## src/sv/fst_pkg.sv

```systemverilog
package fst_pkg;

   localparam int MAX_STATES = 16;
   localparam int IDX_W      = $clog2(MAX_STATES);
   localparam int CNT_W      = IDX_W + 1;
   localparam int PAIR_W     = 2 * IDX_W;
   localparam int MASK_W     = 16;

   typedef struct packed {
      logic [3:0] next_on_zero;
      logic [3:0] next_on_one;
      logic       out_on_zero;
      logic       out_on_one;
      logic       last_state;
   } req_type;

   typedef struct packed {
      logic [3:0]        state_index;
      logic [MASK_W-1:0] equivalent_mask;
      logic              last_result;
   } rsp_type;

   // one loaded state of the machine
   typedef struct packed {
      logic [3:0] next_on_zero;
      logic [3:0] next_on_one;
      logic       out_on_zero;
      logic       out_on_one;
   } trans_entry_type;

   localparam int TRANS_W = $bits(trans_entry_type);

endpackage

```

## src/sv/fst_ram.sv

```systemverilog
module fst_ram #(
   parameter int WIDTH = 8,
   parameter int DEPTH = 16
) (
   input  logic                     clock,
   input  logic                     wr_en,
   input  logic [$clog2(DEPTH)-1:0] wr_addr,
   input  logic [WIDTH-1:0]         wr_data,
   input  logic [$clog2(DEPTH)-1:0] rd_addr,
   output logic [WIDTH-1:0]         rd_data
);

   logic [WIDTH-1:0] mem_ff [DEPTH];
   logic [WIDTH-1:0] rd_data_ff;

   always_ff @(posedge clock) begin
      if (wr_en) begin
         mem_ff[wr_addr] <= wr_data;
      end
      rd_data_ff <= mem_ff[rd_addr];
   end

   assign rd_data = rd_data_ff;

endmodule

```

## src/sv/fsm_state_equivalence_table_unit.sv

```systemverilog
// Mealy machine state equivalence by implication table. States are loaded one transaction
// per cycle (start high while busy is low); a transaction without last_state only stores
// its state. The transaction with last_state raises busy and starts the table build over
// the n stored states (states past the sixteenth are dropped, their last flag still
// counts). The initial output-compare pass seeds every state pair, each marking pass
// visits all n(n-1)/2 pairs, repeated until a pass marks nothing, and the report
// reads the pair bits of each state in turn. All steps go through the single read
// port of the pair table, which is consulted once per cycle. Results come out in state
// order, one per state, each shown with rsp_strobe high for exactly one cycle;
// the receiver cannot stall, so it must take every transaction as it appears. The last
// result carries last_result; busy drops with it and the next machine may then load.
module fsm_state_equivalence_table_unit (
   input  logic             clock,
   input  logic             reset,
   input  logic             start,
   input  fst_pkg::req_type req_data,
   output logic             busy,
   output logic             rsp_strobe,
   output fst_pkg::rsp_type rsp_data
);

   import fst_pkg::*;

   // sequencer states
   localparam logic [3:0] S_LOAD    = 4'd0;
   localparam logic [3:0] S_INIT_RD = 4'd1;
   localparam logic [3:0] S_INIT_WR = 4'd2;
   localparam logic [3:0] S_MK_TR   = 4'd3;
   localparam logic [3:0] S_MK_CHK  = 4'd4;
   localparam logic [3:0] S_MK_P0   = 4'd5;
   localparam logic [3:0] S_MK_P1   = 4'd6;
   localparam logic [3:0] S_EM_RD   = 4'd7;
   localparam logic [3:0] S_EM_ACC  = 4'd8;
   localparam logic [3:0] S_EM_OUT  = 4'd9;

   // canonical table address of an unordered pair: smaller index in the upper half
   function automatic logic [PAIR_W-1:0] pair_addr(input logic [IDX_W-1:0] a,
                                                   input logic [IDX_W-1:0] b);
      if (a < b) begin
         pair_addr = {a, b};
      end else begin
         pair_addr = {b, a};
      end
   endfunction

   logic [3:0]        state_ff, state_in;
   logic [CNT_W-1:0]  count_ff, count_in;   // states stored in the current load
   logic [CNT_W-1:0]  n_ff, n_in;           // states in the machine under work
   logic [CNT_W-1:0]  i_ff, i_in;           // row state
   logic [CNT_W-1:0]  j_ff, j_in;           // column state (also the mask bit in report)
   logic              changed_ff, changed_in;
   logic [MASK_W-1:0] mask_ff, mask_in;
   logic              rsp_strobe_ff, rsp_strobe_in;
   rsp_type           rsp_ff, rsp_in;

   logic              accept;
   trans_entry_type   load_entry;
   logic              trans_wr_en;

   trans_entry_type   trans_i, trans_j;
   logic [TRANS_W-1:0] trans_i_raw, trans_j_raw;

   logic              dist_wr_en;
   logic [PAIR_W-1:0] dist_wr_addr;
   logic              dist_wr_data;
   logic [PAIR_W-1:0] dist_rd_addr;
   logic              dist_rd_data;

   logic              pass_end;
   logic [CNT_W-1:0]  i_step, j_step;
   logic              p0_ok, p1_ok;
   logic              outs_differ;

   // ---------------------------------------------------------------- storage

   assign accept     = start && !busy;
   assign load_entry = '{next_on_zero: req_data.next_on_zero,
                         next_on_one:  req_data.next_on_one,
                         out_on_zero:  req_data.out_on_zero,
                         out_on_one:   req_data.out_on_one};
   // drop states beyond the table capacity
   assign trans_wr_en = accept && (count_ff < CNT_W'(MAX_STATES));

   // two copies of the transition store, written together, read at rows i and j
   fst_ram #(.WIDTH(TRANS_W), .DEPTH(MAX_STATES)) u_trans_i (
      .clock   (clock),
      .wr_en   (trans_wr_en),
      .wr_addr (count_ff[IDX_W-1:0]),
      .wr_data (load_entry),
      .rd_addr (i_ff[IDX_W-1:0]),
      .rd_data (trans_i_raw)
   );

   fst_ram #(.WIDTH(TRANS_W), .DEPTH(MAX_STATES)) u_trans_j (
      .clock   (clock),
      .wr_en   (trans_wr_en),
      .wr_addr (count_ff[IDX_W-1:0]),
      .wr_data (load_entry),
      .rd_addr (j_ff[IDX_W-1:0]),
      .rd_data (trans_j_raw)
   );

   assign trans_i = trans_i_raw;
   assign trans_j = trans_j_raw;

   // implication table, one bit per unordered pair of states
   fst_ram #(.WIDTH(1), .DEPTH(MAX_STATES * MAX_STATES)) u_dist (
      .clock   (clock),
      .wr_en   (dist_wr_en),
      .wr_addr (dist_wr_addr),
      .wr_data (dist_wr_data),
      .rd_addr (dist_rd_addr),
      .rd_data (dist_rd_data)
   );

   // ---------------------------------------------------------------- pair walk

   // the walk covers i < j < n; the pass ends on the last pair
   assign pass_end = (i_ff == n_ff - CNT_W'(2)) && (j_ff == n_ff - CNT_W'(1));
   assign i_step   = (j_ff == n_ff - CNT_W'(1)) ? i_ff + CNT_W'(1) : i_ff;
   assign j_step   = (j_ff == n_ff - CNT_W'(1)) ? i_ff + CNT_W'(2) : j_ff + CNT_W'(1);

   assign outs_differ = (trans_i.out_on_zero != trans_j.out_on_zero) ||
                        (trans_i.out_on_one  != trans_j.out_on_one);

   // a successor pair only counts when both are loaded and they differ
   assign p0_ok = ({1'b0, trans_i.next_on_zero} < n_ff) &&
                  ({1'b0, trans_j.next_on_zero} < n_ff) &&
                  (trans_i.next_on_zero != trans_j.next_on_zero);
   assign p1_ok = ({1'b0, trans_i.next_on_one} < n_ff) &&
                  ({1'b0, trans_j.next_on_one} < n_ff) &&
                  (trans_i.next_on_one != trans_j.next_on_one);

   assign dist_wr_addr = pair_addr(i_ff[IDX_W-1:0], j_ff[IDX_W-1:0]);

   // read address of the pair table follows the step of the sequencer
   always_comb begin
      unique case (state_ff)
         S_MK_CHK: dist_rd_addr = pair_addr(trans_i.next_on_zero, trans_j.next_on_zero);
         S_MK_P0:  dist_rd_addr = pair_addr(trans_i.next_on_one, trans_j.next_on_one);
         default:  dist_rd_addr = pair_addr(i_ff[IDX_W-1:0], j_ff[IDX_W-1:0]);
      endcase
   end

   // ---------------------------------------------------------------- sequencer

   always_comb begin
      state_in      = state_ff;
      count_in      = count_ff;
      n_in          = n_ff;
      i_in          = i_ff;
      j_in          = j_ff;
      changed_in    = changed_ff;
      mask_in       = mask_ff;
      rsp_strobe_in = 1'b0;
      rsp_in        = rsp_ff;
      dist_wr_en    = 1'b0;
      dist_wr_data  = 1'b1;

      unique case (state_ff)
         S_LOAD: begin
            if (accept) begin
               if (trans_wr_en) begin
                  count_in = count_ff + CNT_W'(1);
               end
               if (req_data.last_state) begin
                  n_in     = trans_wr_en ? count_ff + CNT_W'(1) : count_ff;
                  count_in = '0;
                  i_in     = '0;
                  j_in     = CNT_W'(1);
                  mask_in  = '0;
                  // a lone state has no pairs to compare
                  if (n_in < CNT_W'(2)) begin
                     j_in     = '0;
                     state_in = S_EM_RD;
                  end else begin
                     state_in = S_INIT_RD;
                  end
               end
            end
         end

         // wait for the transition rows of i and j
         S_INIT_RD: begin
            state_in = S_INIT_WR;
         end

         // seed the table from the outputs
         S_INIT_WR: begin
            dist_wr_en   = 1'b1;
            dist_wr_data = outs_differ;
            if (pass_end) begin
               i_in       = '0;
               j_in       = CNT_W'(1);
               changed_in = 1'b0;
               state_in   = S_MK_TR;
            end else begin
               i_in     = i_step;
               j_in     = j_step;
               state_in = S_INIT_RD;
            end
         end

         // transition rows and the pair bit (i,j) are in flight
         S_MK_TR: begin
            state_in = S_MK_CHK;
         end

         S_MK_CHK, S_MK_P0, S_MK_P1: begin
            priority if (state_ff == S_MK_CHK && !dist_rd_data) begin
               // unmarked pair: look at the successor pair under input 0
               state_in = S_MK_P0;
            end else if (state_ff == S_MK_P0 && !(p0_ok && dist_rd_data)) begin
               state_in = S_MK_P1;
            end else begin
               // already marked, or a successor pair is marked, or neither is
               if (state_ff == S_MK_P0 || (state_ff == S_MK_P1 && p1_ok && dist_rd_data)) begin
                  dist_wr_en = 1'b1;
                  changed_in = 1'b1;
               end
               if (pass_end) begin
                  i_in = '0;
                  if (changed_in) begin
                     j_in       = CNT_W'(1);
                     changed_in = 1'b0;
                     state_in   = S_MK_TR;
                  end else begin
                     j_in     = '0;
                     mask_in  = '0;
                     state_in = S_EM_RD;
                  end
               end else begin
                  i_in     = i_step;
                  j_in     = j_step;
                  state_in = S_MK_TR;
               end
            end
         end

         // report: read pair (i,k) for every loaded k
         S_EM_RD: begin
            state_in = S_EM_ACC;
         end

         S_EM_ACC: begin
            if (j_ff == i_ff) begin
               mask_in[j_ff[IDX_W-1:0]] = 1'b1;
            end else begin
               mask_in[j_ff[IDX_W-1:0]] = !dist_rd_data;
            end
            if (j_ff == n_ff - CNT_W'(1)) begin
               state_in = S_EM_OUT;
            end else begin
               j_in     = j_ff + CNT_W'(1);
               state_in = S_EM_RD;
            end
         end

         S_EM_OUT: begin
            rsp_strobe_in          = 1'b1;
            rsp_in.state_index     = i_ff[IDX_W-1:0];
            rsp_in.equivalent_mask = mask_ff;
            rsp_in.last_result     = (i_ff == n_ff - CNT_W'(1));
            mask_in                = '0;
            j_in                   = '0;
            if (i_ff == n_ff - CNT_W'(1)) begin
               state_in = S_LOAD;
            end else begin
               i_in     = i_ff + CNT_W'(1);
               state_in = S_EM_RD;
            end
         end

         default: begin
            state_in = S_LOAD;
         end
      endcase
   end

   always_ff @(posedge clock) begin
      if (reset) begin
         state_ff      <= S_LOAD;
         count_ff      <= '0;
         changed_ff    <= 1'b0;
         rsp_strobe_ff <= 1'b0;
      end else begin
         state_ff      <= state_in;
         count_ff      <= count_in;
         changed_ff    <= changed_in;
         rsp_strobe_ff <= rsp_strobe_in;
      end
   end

   // working registers, no reset needed
   always_ff @(posedge clock) begin
      n_ff    <= n_in;
      i_ff    <= i_in;
      j_ff    <= j_in;
      mask_ff <= mask_in;
      rsp_ff  <= rsp_in;
   end

   // ---------------------------------------------------------------- ports

   assign busy       = (state_ff != S_LOAD);
   assign rsp_strobe = rsp_strobe_ff;
   assign rsp_data   = rsp_ff;

endmodule

```

## config.mk

```make
export PLATFORM = sky130hd
export DESIGN_NAME = fsm_state_equivalence_table_unit
export DESIGN_NICKNAME = d
export VERILOG_FILES = /design/src/sv/fst_pkg.sv /design/src/sv/fst_ram.sv /design/src/sv/fsm_state_equivalence_table_unit.sv
export SDC_FILE = /design/constraint.sdc
export NUM_CORES = 1
export LEC_CHECK = 0
export BUFFER_PORTS_ARGS = -buffer_cell sky130_fd_sc_hd__buf_2
export CORE_MARGIN = 4
export CORE_UTILIZATION = 58
export CTS_BUF_LIST = sky130_fd_sc_hd__clkbuf_4
export DETAILED_ROUTE_END_ITERATION = 12
export PLACE_DENSITY = 0.71
export SLEW_MARGIN = 15
export SYNTH_ARGS = -nofsm -noshare
export SYNTH_HDL_FRONTEND = slang
export SYNTH_SLANG_ARGS = --single-unit
```

## constraint.sdc

```tcl
create_clock -name clock -period 15.9 [get_ports clock]
set_clock_uncertainty 0.1 [all_clocks]
set_input_delay 2.385 -clock clock [delete_from_list [all_inputs] [get_ports clock]]
set_output_delay 2.385 -clock clock [all_outputs]
set_load 0.1 [all_outputs]
```

* After elaboration in Yosys (flattened, before gate mapping)
Memory sizes are Yosys's and may differ from the RTL's. A register that Yosys moved wholly into a read port is not among the register bits. Index checks and enable logic that the tools add are counted.
Storage, ports and cells: register bits after elaboration 63, bits in writable memories 576, input bits 14, memories 3
Memories:
- u_dist.mem_ff | depth 256, bits a word 1, read ports 1, clocked after memory_dff 1, write ports 1, line fst_ram.sv:13 | logic [WIDTH-1:0] mem_ff [DEPTH];
- u_trans_i.mem_ff | depth 16, bits a word 10, read ports 1, clocked after memory_dff 1, write ports 1, line fst_ram.sv:13
- u_trans_j.mem_ff | depth 16, bits a word 10, read ports 1, clocked after memory_dff 1, write ports 1, line fst_ram.sv:13
Cells by class: add/subtract/negate cells 6, order comparisons 11, equality and inequality tests 26, muxes and demuxes 66, bitwise operators 1, reductions and logical operators 32
Operators with widths (count):
- 16-bit 2-to-1 mux | 7
- 5-bit 2-to-1 mux | 17
- 16-bit case mux with 4 select lines | 1
- 4-bit case mux with 8 select lines | 1
- 5-bit case mux with 5 select lines | 1
- 4-bit 2-to-1 mux | 6
- 8-bit 2-to-1 mux | 3
- 5-bit == test | 4
- 4-bit by 5-bit < comparator with 1-bit output | 4
- 1-bit 2-to-1 mux | 20
- 5-bit case mux with 4 select lines | 1
- 2-bit != test (second input constant) | 9
- 16-bit bitwise mux | 1
- 4-bit by 3-bit == test with 1-bit output (second input constant) | 4
- 16-bit bitwise OR | 1
- 8-bit case mux with 2 select lines | 1
- 5-bit by 1-bit adder with 5-bit output (second input constant) | 3
- 1-bit logical AND | 13
- 4-bit < comparator | 3
- 6-bit AND reduction | 2
- 4-bit nonzero test | 3
- 3-bit 2-to-1 mux | 3
- 4-bit by 2-bit == test with 1-bit output (second input constant) | 2
- 4-bit == test (second input constant) | 2
- 23 further kinds | 30

* Depth between registers and ports, before layout
Gate-level depths: netlist (run 1).
depth in word-level cells 15, gate-level depth with buffers 18, depth with buffers taken out 13

* Hierarchy
From an unflattened synthesis (run 1), not the netlist that was laid out.
Unflattened totals: cell total of the unflattened synthesis 1782, area total of the unflattened synthesis 28194.5 µm²
Modules (own cells, without submodules):
- fst_ram at u_trans_i ... | instances 2, cells an instance 279, area each 6353.6 µm²
- fst_ram at u_dist | instances 1, cells an instance 788, area each 11128.2 µm²
- fsm_state_equivalence_table_unit | instances 1, cells an instance 436, area each 4359.2 µm²

* Least setup slack after synthesis (run 1)
OpenSTA, ideal clock, no wires.
kind reg2reg, start register state_ff[0], end memory u_dist.mem_ff[0], data pin, arrival time 4.097 ns, slack 10.188 ns, cell stages (with the launch flop) 6, path buffers 1, cells stage by stage dfxtp_1 buf_4 nor2_1 nand2_1 nor2_1 nand3_1
Between the ends: longest elaborated chain between the ends 2
Ends and longest elaborated chain:
- start, declared | line fsm_state_equivalence_table_unit.sv:46 | logic [3:0] state_ff, state_in;
- start signal, assigned | line fsm_state_equivalence_table_unit.sv:287 | state_ff <= state_in;
- 4-bit by 2-bit == test with 1-bit output | line fsm_state_equivalence_table_unit.sv:160 | unique case (state_ff)
- 1-bit 2-to-1 mux | line fsm_state_equivalence_table_unit.sv:160
- via dist_wr_data | line fsm_state_equivalence_table_unit.sv:65 | logic dist_wr_data;
- end, declared | line fst_ram.sv:13
The timed path passes the listed nets, and every way through them passes these cells.

* Worst setup path in the final report (run 1)
start register j_ff[1], end register u_dist.rd_data_ff (netlist: u_dist.rd_data) (read register of u_dist.mem_ff)
Between the ends: longest elaborated chain between the ends 3
Ends and longest elaborated chain:
- start, declared | line fsm_state_equivalence_table_unit.sv:50 | logic [CNT_W-1:0] j_ff, j_in;
- start signal, assigned | line fsm_state_equivalence_table_unit.sv:298 | j_ff <= j_in;
- 4-bit < comparator | line fsm_state_equivalence_table_unit.sv:39 | if (a < b) begin
- 8-bit 2-to-1 mux (*) | line fsm_state_equivalence_table_unit.sv:39
- 8-bit case mux with 2 select lines (*) | line fsm_state_equivalence_table_unit.sv:138 | unique case (state_ff)
- end, declared | line fst_ram.sv:14 | logic [WIDTH-1:0] rd_data_ff;
Every way passes the cells marked *; elsewhere a longest branch is shown, timed or not. A chain may end at the register's enable or synchronous reset.

==> impl_metrics.env, run 1 <==
export IMPL_grt_pass1_wl_um=90900
export IMPL_slowest_delay_ns=0.98
export IMPL_synthMostInstantiatedCell="edfxtp_1"
export IMPL_crit_chain="buf_4 > inv_1 > ha_1 > nor2b_1 > o31a_1 > nor2_2 > a31oi_1 > buf_4 > and2_2 > nor2_1 > nand3_1 > o211a_1 > a2111o_1 > o2111ai_1 > nand4_1"
export IMPL_synthArstFlopShare_pct=0
export IMPL_synth_cells=1760
export IMPL_placed_area_um2=24300
export IMPL_worstMarginPinSlew_ns=1.25
export IMPL_track_usage_pct=26.9
export IMPL_cts_num_sinks=500
export IMPL_netlist_cell_type_count=75
export IMPL_worstSetupEndpointType="flop"
export IMPL_final_nets=1899
export IMPL_synth_area_per_cell_um2=13.5
export IMPL_postRouteAntennaNets=0
export IMPL_ios=37
export IMPL_worst_path_max_fanout=47
export IMPL_ys_warn_count=0
export IMPL_holdWs_ns=0.358
export IMPL_combPwrFrac_pct=49.3
export IMPL_multi_input_area_um2=8390
export IMPL_core_um2=40100
export IMPL_numCtsBuffers=131
export IMPL_synth_top_area_share_pct=59.2
export IMPL_drt_pre_antenna_iters=6
export IMPL_ctsResizeCount=0
export IMPL_p_switching_w=0.00242
export IMPL_p_int_w=0.00324
export IMPL_cp_num_buf_inv=3
export IMPL_fin_area_um2=26200
export IMPL_drt_initial_drc_count=2064
export IMPL_cp_start_kind="flop"
export IMPL_final_util_pct=65.2
export IMPL_drv_slew=0
export IMPL_yosysTopAreaCell="edfxtp_1"
export IMPL_cp_data_required_time_ns=16.51
export IMPL_area_growth_pct=10.2
export IMPL_drv_cap=0
export IMPL_gp_congestion=0.866
export IMPL_fmax_mhz=171
export IMPL_worstSetupPathType="reg -> reg"
export IMPL_grt_pass1_vias=15800
export IMPL_clk_pin_slew_worst_paths_ns=0.07
export IMPL_clock_latency_ns=0.86
export IMPL_crit_path_frequent_cell="buf_4"
export IMPL_die_height_um=210
export IMPL_cts_root_buf="clkbuf_4"
export IMPL_period_needed_ns=5.85
export IMPL_peakVddDrop_uv=248
export IMPL_start_util_pct=59.2
export IMPL_outcome="finished clean"
export IMPL_p_leak_nw=9.15
export IMPL_ys_seq_area_share_pct=61.9
export IMPL_cp_slowest_cell="nor2_1"
export IMPL_drive_gt1_share_pct=21.2
export IMPL_synthTopCellsByArea="edfxtp_1 59%, mux4_2 10%, nor2_1 5.3%"
export IMPL_stdcell_count=2471
export IMPL_synth_area_um2=23700
export IMPL_swShare_pct=42.8
export IMPL_post_dp_hpwl_um=34400
export IMPL_p_seq_share_pct=29.0
export IMPL_htreeDepth=4
export IMPL_grt_antenna_before_repair=3
export IMPL_fin_setup_tns_ns=0
export IMPL_period_share_pct=36.8
export IMPL_synth_nets=1815
export IMPL_ctsHoldBuffers=0
export IMPL_finalHoldViolCount=0
export IMPL_cts_setup_buffers=0
export IMPL_crit_family="simple AND/OR/NAND/NOR gates"
export IMPL_io_buffers=36
export IMPL_grt_ovfl_total=0
export IMPL_synth_ff_type="edfxtp_1"
export IMPL_wl_per_cell_um=23.7
export IMPL_cp_arrival_ns=6.46
export IMPL_hp_class="reg -> reg"
export IMPL_vias=15800
export IMPL_cts_path_max_buffers=3
export IMPL_synth_seq_cells=500
export IMPL_placement_rows=73
export IMPL_place_inst=2236
export IMPL_dieArea_um2=44200
export IMPL_finalSetupViolCount=0
export IMPL_fillerInstances=2888
export IMPL_yosys_top_cells_count="468 x edfxtp_1, 336 x nor2_1, 129 x nand2_1, 110 x mux4_2, 71 x clkbuf_1"
export IMPL_grt_max_degree=106
export IMPL_synth_edf_count=468
export IMPL_tritoncts="yes"
export IMPL_rsz0062_at_grt="no"
export IMPL_p_clk_share_pct=21.7
export IMPL_drt_wl_total_um=58500
export IMPL_maxSlewHeadroom_pct=16.6
export IMPL_drc_errors=0
export IMPL_fp_dieW_um=210
export IMPL_ff_latch_area_um2=14700
export IMPL_viasPerCell=6.38
export IMPL_powerDensity_nw_per_um2=216
metal layers:
metal	up-vias	track usage, %	share of wire [%]
met1	7859	37.3	39
li1	6931	-	-
met3	138	5.70	9.9
met2	831	42.8	48
met5	-	0	0.029
met4	4	10.1	2.7
sequential cells by signal, indices dropped and copies added (netlist names), 5 cells and up:
signal / count
j_ff: 5
u_dist.mem_ff: 256
i_ff: 5
u_trans_i.mem_ff: 160
rsp_data: 21
n_ff: 5
u_trans_i.rd_data: 10
mask_ff: 16
u_trans_j.rd_data: 10
count_ff: 5
cells in the final DEF (no fill, tap or decap), types with 12 or more instances in the layout:
master / count
a211oi_1: 23
a21oi_1: 54
a311oi_1: 12
a31oi_1: 18
and3_1: 17
buf_2: 36
buf_4: 31
clkbuf_4: 192
clkinv_1: 21
dfxtp_1: 32
edfxtp_1: 468
ha_1: 41
inv_1: 37
mux2i_1: 69
mux4_2: 110
nand2_1: 129
nand2b_1: 12
nand3_1: 61
nand4_1: 14
nor2_1: 336
o21a_1: 13
o21ai_0: 25
xnor2_1: 16
xor2_1: 12
per-stage QoR:
step / worst slack, ns / total power (W)
after floorplan: 10.19 / 0.00373
after global routing: 9.73 / 0.00597
after detailed placement: 10.20 / 0.00441
after global placement: 10.26 / 0.00437
final: 10.05 / 0.00566
after CTS: 10.18 / 0.00564
worst paths after layout:
check | start | to | slack (ns) | cells after the start
worst min register to register | mask_ff[4] | rsp_data[5] | 0.36 | 0
worst max register to register | j_ff[1] | u_dist.rd_data | 10.05 | 15
worst max-delay path | j_ff[1] | u_dist.rd_data | 10.05 | 15
worst min-delay path | mask_ff[4] | rsp_data[5] | 0.36 | 0
area by class of cell:
| type | count | share of cell area [%] |
|---|---|---|
| sequential | 500 | 56.2 |
| clock inverter | 42 | 1.59 |
| clock buffer | 192 | 5.51 |
| timing repair buffer | 67 | 1.58 |
| antenna | 1 | 0.00957 |
| multi-input combinational | 1106 | 32.1 |
| inverter | 38 | 0.545 |
| tap | 525 | 2.51 |
cells by family after synthesis:
group                      Yosys count  synth area share, %
and+or+nand+nor                    623                 11.3
DFF                                500                 61.9
muxes                              186                 14.1
xor gates and xnor gates            28                 1.03
AOI/OAI and AO/OA                  228                 6.60
buffers and inverters              154                 2.96
adders and majority gates           41                 2.16
power by group through the flow:
stage / logic (W) / registers, W / clock network (W)
floorplan: 0.00207 / 0.00166 / 0
global placement: 0.00270 / 0.00167 / 0
detailed placement: 0.00274 / 0.00167 / 0
CTS: 0.00275 / 0.00164 / 0.00125
global route: 0.00300 / 0.00165 / 0.00133
finish: 0.00279 / 0.00164 / 0.00123
Power figures use the tool's default switching activity.
==> run 2, diff against run 1 <==
- ABC_AREA: unset -> 1
- clock period: 15.9 -> 5.53 ns (I/O delays scaled with it)
==> impl_metrics.env, run 2 <==
export IMPL_drv_cap=0
export IMPL_worstMarginPinSlew_ns=1.17
export IMPL_regMostFlops="u_dist.mem_ff"
export IMPL_cp_start_kind="flop"
export IMPL_peakVddDrop_uv=814
export IMPL_layout_commonest_cell="edfxtp_1"
export IMPL_drive_gt1_share_pct=11.4
export IMPL_crit_chain="inv_1 > ha_1 > nor2_1 > nand2_1 > nand2_2 > nand2_1 > nand3_4 > nand3_4 > buf_12 > o21ai_0 > nand2_1 > nand3_1 > nand3_1 > nand3_1 > nand3_1 > nand3_1 > nand3_1 > nand2_1"
export IMPL_fin_setup_tns_ns=0
export IMPL_synth_cells=2703
export IMPL_place_inst=3198
export IMPL_viasPerCell=5.84
export IMPL_area_growth_pct=9.47
export IMPL_slowest_delay_ns=0.82
export IMPL_rsz0062_at_grt="no"
export IMPL_fillerInstances=3467
export IMPL_yosys_top_cells_count="468 x edfxtp_1, 428 x nor2_1, 377 x inv_1, 332 x nand2_1, 298 x o21ai_0"
export IMPL_p_clk_share_pct=19.0
export IMPL_cts_root_buf="clkbuf_4"
export IMPL_ys_warn_count=0
export IMPL_synth_area_um2=25000
export IMPL_synth_edf_count=468
export IMPL_p_leak_nw=10.6
export IMPL_wl_per_cell_um=19.9
export IMPL_drc_errors=0
export IMPL_cp_slowest_cell="nand3_4"
export IMPL_drt_initial_drc_count=2247
export IMPL_die_height_um=216
export IMPL_synthArstFlopShare_pct=0
export IMPL_hp_class="in -> reg"
export IMPL_cp_arrival_ns=5.14
export IMPL_ys_seq_area_share_pct=58.8
export IMPL_largest_register_ffs=256
export IMPL_p_switching_w=0.00855
export IMPL_finalHoldViolCount=0
export IMPL_synth_ff_type="edfxtp_1"
export IMPL_tritoncts="yes"
export IMPL_netlist_cell_type_count=43
export IMPL_grt_antenna_before_repair=1
export IMPL_crit_path_frequent_cell="nand3_1"
export IMPL_dieArea_um2=46500
export IMPL_fp_dieW_um=216
export IMPL_yosysTopAreaCell="edfxtp_1"
export IMPL_period_share_pct=78.2
export IMPL_track_usage_pct=29.2
export IMPL_maxSlewHeadroom_pct=22.0
export IMPL_synth_nets=2758
export IMPL_grt_max_degree=123
export IMPL_start_util_pct=59.1
export IMPL_p_int_w=0.00907
export IMPL_drt_wl_total_um=68300
export IMPL_finalSetupViolCount=0
export IMPL_core_um2=42300
export IMPL_postRouteAntennaNets=0
export IMPL_grt_pass1_wl_um=106000
export IMPL_numCtsBuffers=137
export IMPL_gp_congestion=0.910
export IMPL_ctsResizeCount=0
export IMPL_synth_top_area_share_pct=56.2
export IMPL_drt_pre_antenna_iters=6
export IMPL_io_buffers=36
export IMPL_clock_latency_ns=0.97
export IMPL_post_dp_hpwl_um=41200
export IMPL_fmax_mhz=231
export IMPL_cts_num_sinks=500
export IMPL_powerDensity_nw_per_um2=644
export IMPL_layout_common_cells="468 x edfxtp_1, 425 x nor2_1, 377 x inv_1, 331 x nand2_1, 298 x o21ai_0"
export IMPL_cts_path_max_buffers=3
export IMPL_p_seq_share_pct=27.3
export IMPL_synthMostInstantiatedCell="edfxtp_1"
export IMPL_totalPowerFinal_w=0.0176
export IMPL_grt_pass1_vias=19400
export IMPL_final_nets=2817
export IMPL_final_util_pct=64.7
export IMPL_clk_pin_slew_worst_paths_ns=0.06
export IMPL_drv_slew=0
export IMPL_holdWs_ns=0.128
export IMPL_vias=20100
export IMPL_period_needed_ns=4.33
export IMPL_htreeDepth=4
export IMPL_synthTopCellsByArea="edfxtp_1 56%, nor2_1 6.4%, o21ai_0 6.0%"
export IMPL_worstSetupPathType="reg -> reg"
export IMPL_worst_path_max_fanout=61
export IMPL_outcome="finished clean"
export IMPL_cp_data_required_time_ns=6.34
export IMPL_synth_seq_cells=500
export IMPL_grt_ovfl_total=0
export IMPL_placement_rows=75
export IMPL_swShare_pct=48.5
export IMPL_combPwrFrac_pct=53.7
export IMPL_synth_area_per_cell_um2=9.25
export IMPL_stdcell_count=3439
export IMPL_worstSetupEndpointType="flop"
export IMPL_ios=37
## run 2: power groups by stage
| stage | Sequential (W) | Combinational (W) | Clock [W] |
|---|---|---|---|
| after global routing | 0.00484 | 0.0103 | 0.00364 |
| final | 0.00482 | 0.00946 | 0.00334 |
| after CTS | 0.00481 | 0.00923 | 0.00341 |
| after global placement | 0.00488 | 0.00904 | 0 |
| after detailed placement | 0.00489 | 0.00917 | 0 |
| after floorplan | 0.00481 | 0.00661 | 0 |
## run 2: logic make-up (layout without fill, tap and decap cells)
family	after synthesis	in the layout	share of synthesized area, %
flip-flops	500	500	58.8
other	0	1	0
XOR/XNOR	26	26	0.911
AO/OA/AOI/OAI	532	532	11.6
buffers and inverters	545	703	8.72
adder cells (fa/ha/maj)	41	41	2.05
AND/OR/NAND/NOR	1059	1059	17.9
## run 2: timing repair
action / CTS / global route
hold buffers: 1 / 0
buffers inserted: 0 / 0
endpoints found under the hold margin: 4 / 0
setup endpoints to repair: 0 / 0
## run 2: through the flow
step                setup slack [ns]  area [µm²]
global route                   0.921       27400
CTS                             1.31       27300
floorplan                       1.72       25000
global placement                1.39       25600
finish                          1.20       27400
detailed placement              1.38       25600
## run 2: worst paths after layout
kind,startpoint,to,slack (ns),depth (start not counted)
worst min-delay path,req_data[0],count_ff[2],0.13,4
worst max register to register,u_trans_i.rd_data[5],u_dist.rd_data,1.20,18
worst max-delay path,u_trans_i.rd_data[5],u_dist.rd_data,1.20,18
worst min register to register,mask_ff[11],rsp_data[12],0.36,0
## run 2: final cells by class
cell class	count	area, µm²	area share, %
Multi-Input combinational cell	1658	8180	29.9
Tap cell	577	722	2.64
Clock buffer	195	1460	5.35
Inverter	387	1450	5.31
Clock inverter	43	269	0.983
Timing Repair Buffer	78	593	2.17
Antenna cell	1	2.50	0.00914
Sequential cell	500	14700	53.7
## run 2: worst max-delay path, delay by kind of cell, from the launching register on
kind,cells,cell delay [ns]
AOI/OAI and AO/OA,1,0.23
adders and majority gates,1,0.31
buffers and inverters,2,0.51
DFF,1,0.39
and+or+nand+nor,14,2.66
## run 2: metal layers
metal / vias to the layer above / GRT usage (%) / wire length (µm)
met5: - / 0 / 0
met4: 0 / 14.8 / 2810
li1: 9322 / - / -
met1: 9485 / 36.7 / 26400
met2: 1077 / 47.6 / 32800
met3: 193 / 6.77 / 6290
